[src/rtl/rmst_pkg.sv]
package rmst_pkg;

    // default tree size, a power of two
    localparam int ENTRIES_DEF = 1024;

    // fixed field widths
    localparam int OPC_W  = 1;
    localparam int IDX_W  = 10;
    localparam int VAL_W  = 11;
    localparam int RNG_W  = 11;
    localparam int OUT_W  = 12;

    // opcode values
    localparam logic [OPC_W-1:0] OPC_UPDATE = 1'b0;
    localparam logic [OPC_W-1:0] OPC_QUERY  = 1'b1;

    // result for an empty range (-1 in two's complement)
    localparam logic [OUT_W-1:0] NOT_FOUND = {OUT_W{1'b1}};

    // controller to datapath
    typedef struct packed {
        logic clr_en;     // write the reset value at the sweep address
        logic acc_upd;    // update beat taken: write leaf, start at leaf
        logic acc_qry;    // query beat taken: load clamped bounds
        logic upd_read;   // read sibling of the current path node
        logic upd_merge;  // write parent max, move up one level
        logic qry_read;   // read border nodes, step bounds up one level
        logic qry_acc;    // fold read border nodes into the running max
        logic out_load;   // move query result into the output register
    } cmd_t;

    // datapath to controller
    typedef struct packed {
        logic clr_last;   // sweep is at the last node
        logic upd_root;   // update path reached the root
        logic qry_end;    // query bounds met
        logic out_free;   // output register can take a result
    } sts_t;

endpackage

[src/rtl/rmst_ctrl.sv]
module rmst_ctrl (
    input  logic           clk,
    input  logic           rst_n,
    input  logic           in_valid,
    input  logic           opcode,
    output logic           in_stall,
    output rmst_pkg::cmd_t cmd,
    input  rmst_pkg::sts_t sts
);
    import rmst_pkg::*;

    localparam logic [2:0] S_CLEAR   = 3'd0;
    localparam logic [2:0] S_IDLE    = 3'd1;
    localparam logic [2:0] S_UPD_RD  = 3'd2;
    localparam logic [2:0] S_UPD_MG  = 3'd3;
    localparam logic [2:0] S_QRY_RD  = 3'd4;
    localparam logic [2:0] S_QRY_ACC = 3'd5;
    localparam logic [2:0] S_QRY_OUT = 3'd6;

    logic [2:0] state_reg;
    logic [2:0] state_next;

    always_comb
    begin
        state_next = state_reg;
        cmd        = '0;
        in_stall   = 1'b1;
        case (state_reg)
            S_CLEAR:
            begin
                cmd.clr_en = 1'b1;
                if (sts.clr_last)
                begin
                    state_next = S_IDLE;
                end
            end
            S_IDLE:
            begin
                in_stall = 1'b0;
                if (in_valid)
                begin
                    if (opcode == OPC_UPDATE)
                    begin
                        cmd.acc_upd = 1'b1;
                        state_next  = S_UPD_RD;
                    end
                    else
                    begin
                        cmd.acc_qry = 1'b1;
                        state_next  = S_QRY_RD;
                    end
                end
            end
            S_UPD_RD:
            begin
                if (sts.upd_root)
                begin
                    state_next = S_IDLE;
                end
                else
                begin
                    cmd.upd_read = 1'b1;
                    state_next   = S_UPD_MG;
                end
            end
            S_UPD_MG:
            begin
                cmd.upd_merge = 1'b1;
                state_next    = S_UPD_RD;
            end
            S_QRY_RD:
            begin
                if (sts.qry_end)
                begin
                    state_next = S_QRY_OUT;
                end
                else
                begin
                    cmd.qry_read = 1'b1;
                    state_next   = S_QRY_ACC;
                end
            end
            S_QRY_ACC:
            begin
                cmd.qry_acc = 1'b1;
                state_next  = S_QRY_RD;
            end
            S_QRY_OUT:
            begin
                if (sts.out_free)
                begin
                    cmd.out_load = 1'b1;
                    state_next   = S_IDLE;
                end
            end
            default:
            begin
                state_next = S_CLEAR;
            end
        endcase
    end

    always_ff @(posedge clk or negedge rst_n)
    begin
        if (!rst_n)
        begin
            state_reg <= S_CLEAR;
        end
        else
        begin
            state_reg <= state_next;
        end
    end

endmodule

[config.mk]
export PLATFORM = sky130hd
export DESIGN_NAME = rmst_ctrl
export DESIGN_NICKNAME = d
export VERILOG_FILES = /design/src/rtl/rmst_pkg.sv /design/src/rtl/rmst_ctrl.sv
export SDC_FILE = /design/constraint.sdc
export NUM_CORES = 1
export LEC_CHECK = 0
export BUFFER_PORTS_ARGS = -buffer_cell sky130_fd_sc_hd__buf_2
export CAP_MARGIN = 10
export CORE_AREA = 8 8 45 47
export CTS_CLUSTER_DIAMETER = 200
export DETAILED_ROUTE_END_ITERATION = 7
export DIE_AREA = 0 0 53 55
export SYNTH_ARGS = -nofsm -noshare
export SYNTH_HDL_FRONTEND = slang
export SYNTH_SLANG_ARGS = --single-unit
[constraint.sdc]
create_clock -name clk -period 1.13 [get_ports clk]
set_input_delay 0.1695 -clock clk [delete_from_list [all_inputs] [get_ports clk]]
set_output_delay 0.1695 -clock clk [all_outputs]
set_load 0.1 [all_outputs]
==> results.md <==
- Post-route ant nets: 0
- Syn_nets: 41
- Max-slew headroom: 82.9%
- Crit path cell chain: buf_6 -> nor4b_4 -> buf_12
- Post-Syn Area per Cell: 8.08 um2
- Post-DR vias/cell: 4.63
- Root Buffer: clkbuf_4
- Fmax: 0.682 GHz
- Hold Startpoint: sts[0]
- Endpoints failing setup: 10
- Number of max-cap violations: 0
- Seq cells post-synth: 3
- Slowest CP cell: dfrtp_2
- Total Routing Usage GR: 7.34%
- Starting Density: 19.3%
- DR pass1 iterations: 4
- Initial antenna violation count: 0
- CP Capture Type: output pin
- Final Critical Period: 1.47 ns
- Max Slew Vio Count: 0
- Post-synth EDFFs: 0
- Largest net degree at the start of global routing: 7
- I/O Pins: 17
- Drt initial violations: 4
- Hold Fails Final Rpt: 0
- Arr. time, crit path: roughly 1.3 ns
- Routability cong.: between 0.6 and 0.7
- Clk_lat worst skew: 0.23 ns
- Seq/Total Area, Yosys: 28.2%
- Setup TNS: -2.51 ns
- Max Buffers Root-to-Sink: 2
- Most common cell after layout, fill and taps aside: buf_12
- CTS tree: yes
- Die footprint: 2920 um2
- Core Rows: 14
- Post-layout util: between 50% and 60%
- Layout area overhead: 175%
- Netlist Area Pre-Place: ~270 um2
- Critical Path Source Type: register
- Drt wl/cell: 13.2 um
- First-pass GRT wire length: 1520 um
- DIE HEIGHT: 55 um
- Hpwl dp: 695 um
- Worst Reg-to-Reg Cells: 5
- Core Region: 1380 um2
- Final clock skew: ~0.00096 ns
- Top FF cell, synth: dfrtp_1
- CTS buffer count: 3
- WHS Endpoint: state_reg[2]$_DFFE_PN0P_
- Die width: between 50 and 60 um
- Clk pin slew, worst setup/hold paths: 0.04 ns
- Port bufs: 16
- Via Count: 366
- Max reg flops: 3
- Post-DP Area: 584 um2
- FF-to-FF End: state_reg[0]$_DFFE_PN0P_
- Flop2flop setup slack: -0.15 ns
- Reg-to-reg startpoint: state_reg[2]$_DFFE_PN0P_
- CP top delay family: flip-flops
- Tcrit/Tclk final: 130%
- RSZ-0062 raised after global routing: yes
- Commonest non-fill, non-tap cells in the layout: 9 x buf_12, 8 x buf_2, 6 x buf_6
- Worst-margin pin slew: approximately 0.26 ns
- Sinks on Clock Net: 3
- Remaining DRCs: 0
- Fin area: 733 um2
- Share of post-route cells with drive strength above 1: 79.4%
- Hold path depth: 2
- Ant. Diodes: 0
- Netlist cell types: 18
- Worst path max stage delay: 0.44 ns
- Hold Crit Class: in -> reg
- Worst EP required: 0.96 ns
- GR Overflow Total: 0
- Status: finished with violations
- Failing checks: setup timing
- Nets@finish: 72
- Fill count: 120
- Synth Instances: 33
- Min setup slack post-route: -0.336 ns
- Number of global-route vias before repair: 366
- CP Max Fanout: 5
- Synth async-reset ratio: 100%
- Final WL: roughly 1000 um
- Warning count from the yosys run: 0
- Buf/Inv on CP: 2
- Setup Crit Path Kind: reg -> out
- H-tree levels: 1
-- synth_stat cells (2+ instances only) --
library cell	count	area, um2
nor3_1	2	10.0
o22ai_1	3	18.8
a31oi_1	2	12.5
dfrtp_1	3	75.1
nor2_1	4	15.0
buf_6	2	22.5
inv_1	3	11.3
nand2_1	2	7.51
and3_1	3	18.8
-- how the worst max path moves through the flow --
stage	end	cells past startpoint	from	slack, ns
after floorplan	cmd[4]	2	state_reg[2]$_DFFE_PN0P_	-0.62
after global placement	cmd[2]	3	state_reg[0]$_DFFE_PN0P_	-0.12
after detailed placement	cmd[2]	3	state_reg[0]$_DFFE_PN0P_	-0.13
after CTS	cmd[4]	3	state_reg[0]$_DFFE_PN0P_	-0.34
after global routing	cmd[4]	3	state_reg[0]$_DFFE_PN0P_	-0.38
final	cmd[4]	3	state_reg[0]$_DFFE_PN0P_	-0.34
-- area by class of cell --
type	instances	area, um2	share of cell area [%]
Timing Repair Buffer	29	335	45.7
Multi-Input combinational cell	24	260	35.5
Sequential cell	3	77.6	10.6
Clock buffer	4	26.3	3.58
Tap cell	16	20.0	2.73
Inverter	3	13.8	1.88
-- per-stage QoR --
step | hold slack [ns] | std cells | worst slack [ns]
4_1_cts | 0.195 | 78 | -0.336
3_3_place_gp | -0.0346 | 68 | -0.119
2_1_floorplan | -0.126 | 33 | -0.617
3_5_place_dp | -0.0327 | 68 | -0.135
6_report | 0.232 | 79 | -0.336
5_1_grt | 0.226 | 79 | -0.377
-- kinds of logic after synthesis --
group	Yosys count	synth area share, %
AO/OA/AOI/OAI	9	23.9
AND/OR/NAND/NOR	15	32.4
buffers and inverters	6	15.5
flip-flops	3	28.2
-- per-layer routing --
| layer | track usage, % | routed length, um |
|---|---|---|
| met3 | 1.07 | 47 |
| met5 | 0 | 0 |
| met1 | 6.89 | 391 |
| met2 | 13.7 | 582 |
| met4 | 6.47 | 19 |
-- timing repair --
action,CTS,global route
pin swaps,5,4
endpoints found under the setup margin,12,11
setup buffers,4,1
endpoints found under the hold margin,3,0
resized for setup,15,6
gates cloned,1,0
hold buffers,1,0
Power is left out: the tool's default activity adds up to more than one toggle a clock period on the data nets, which glitch-free logic cannot reach.
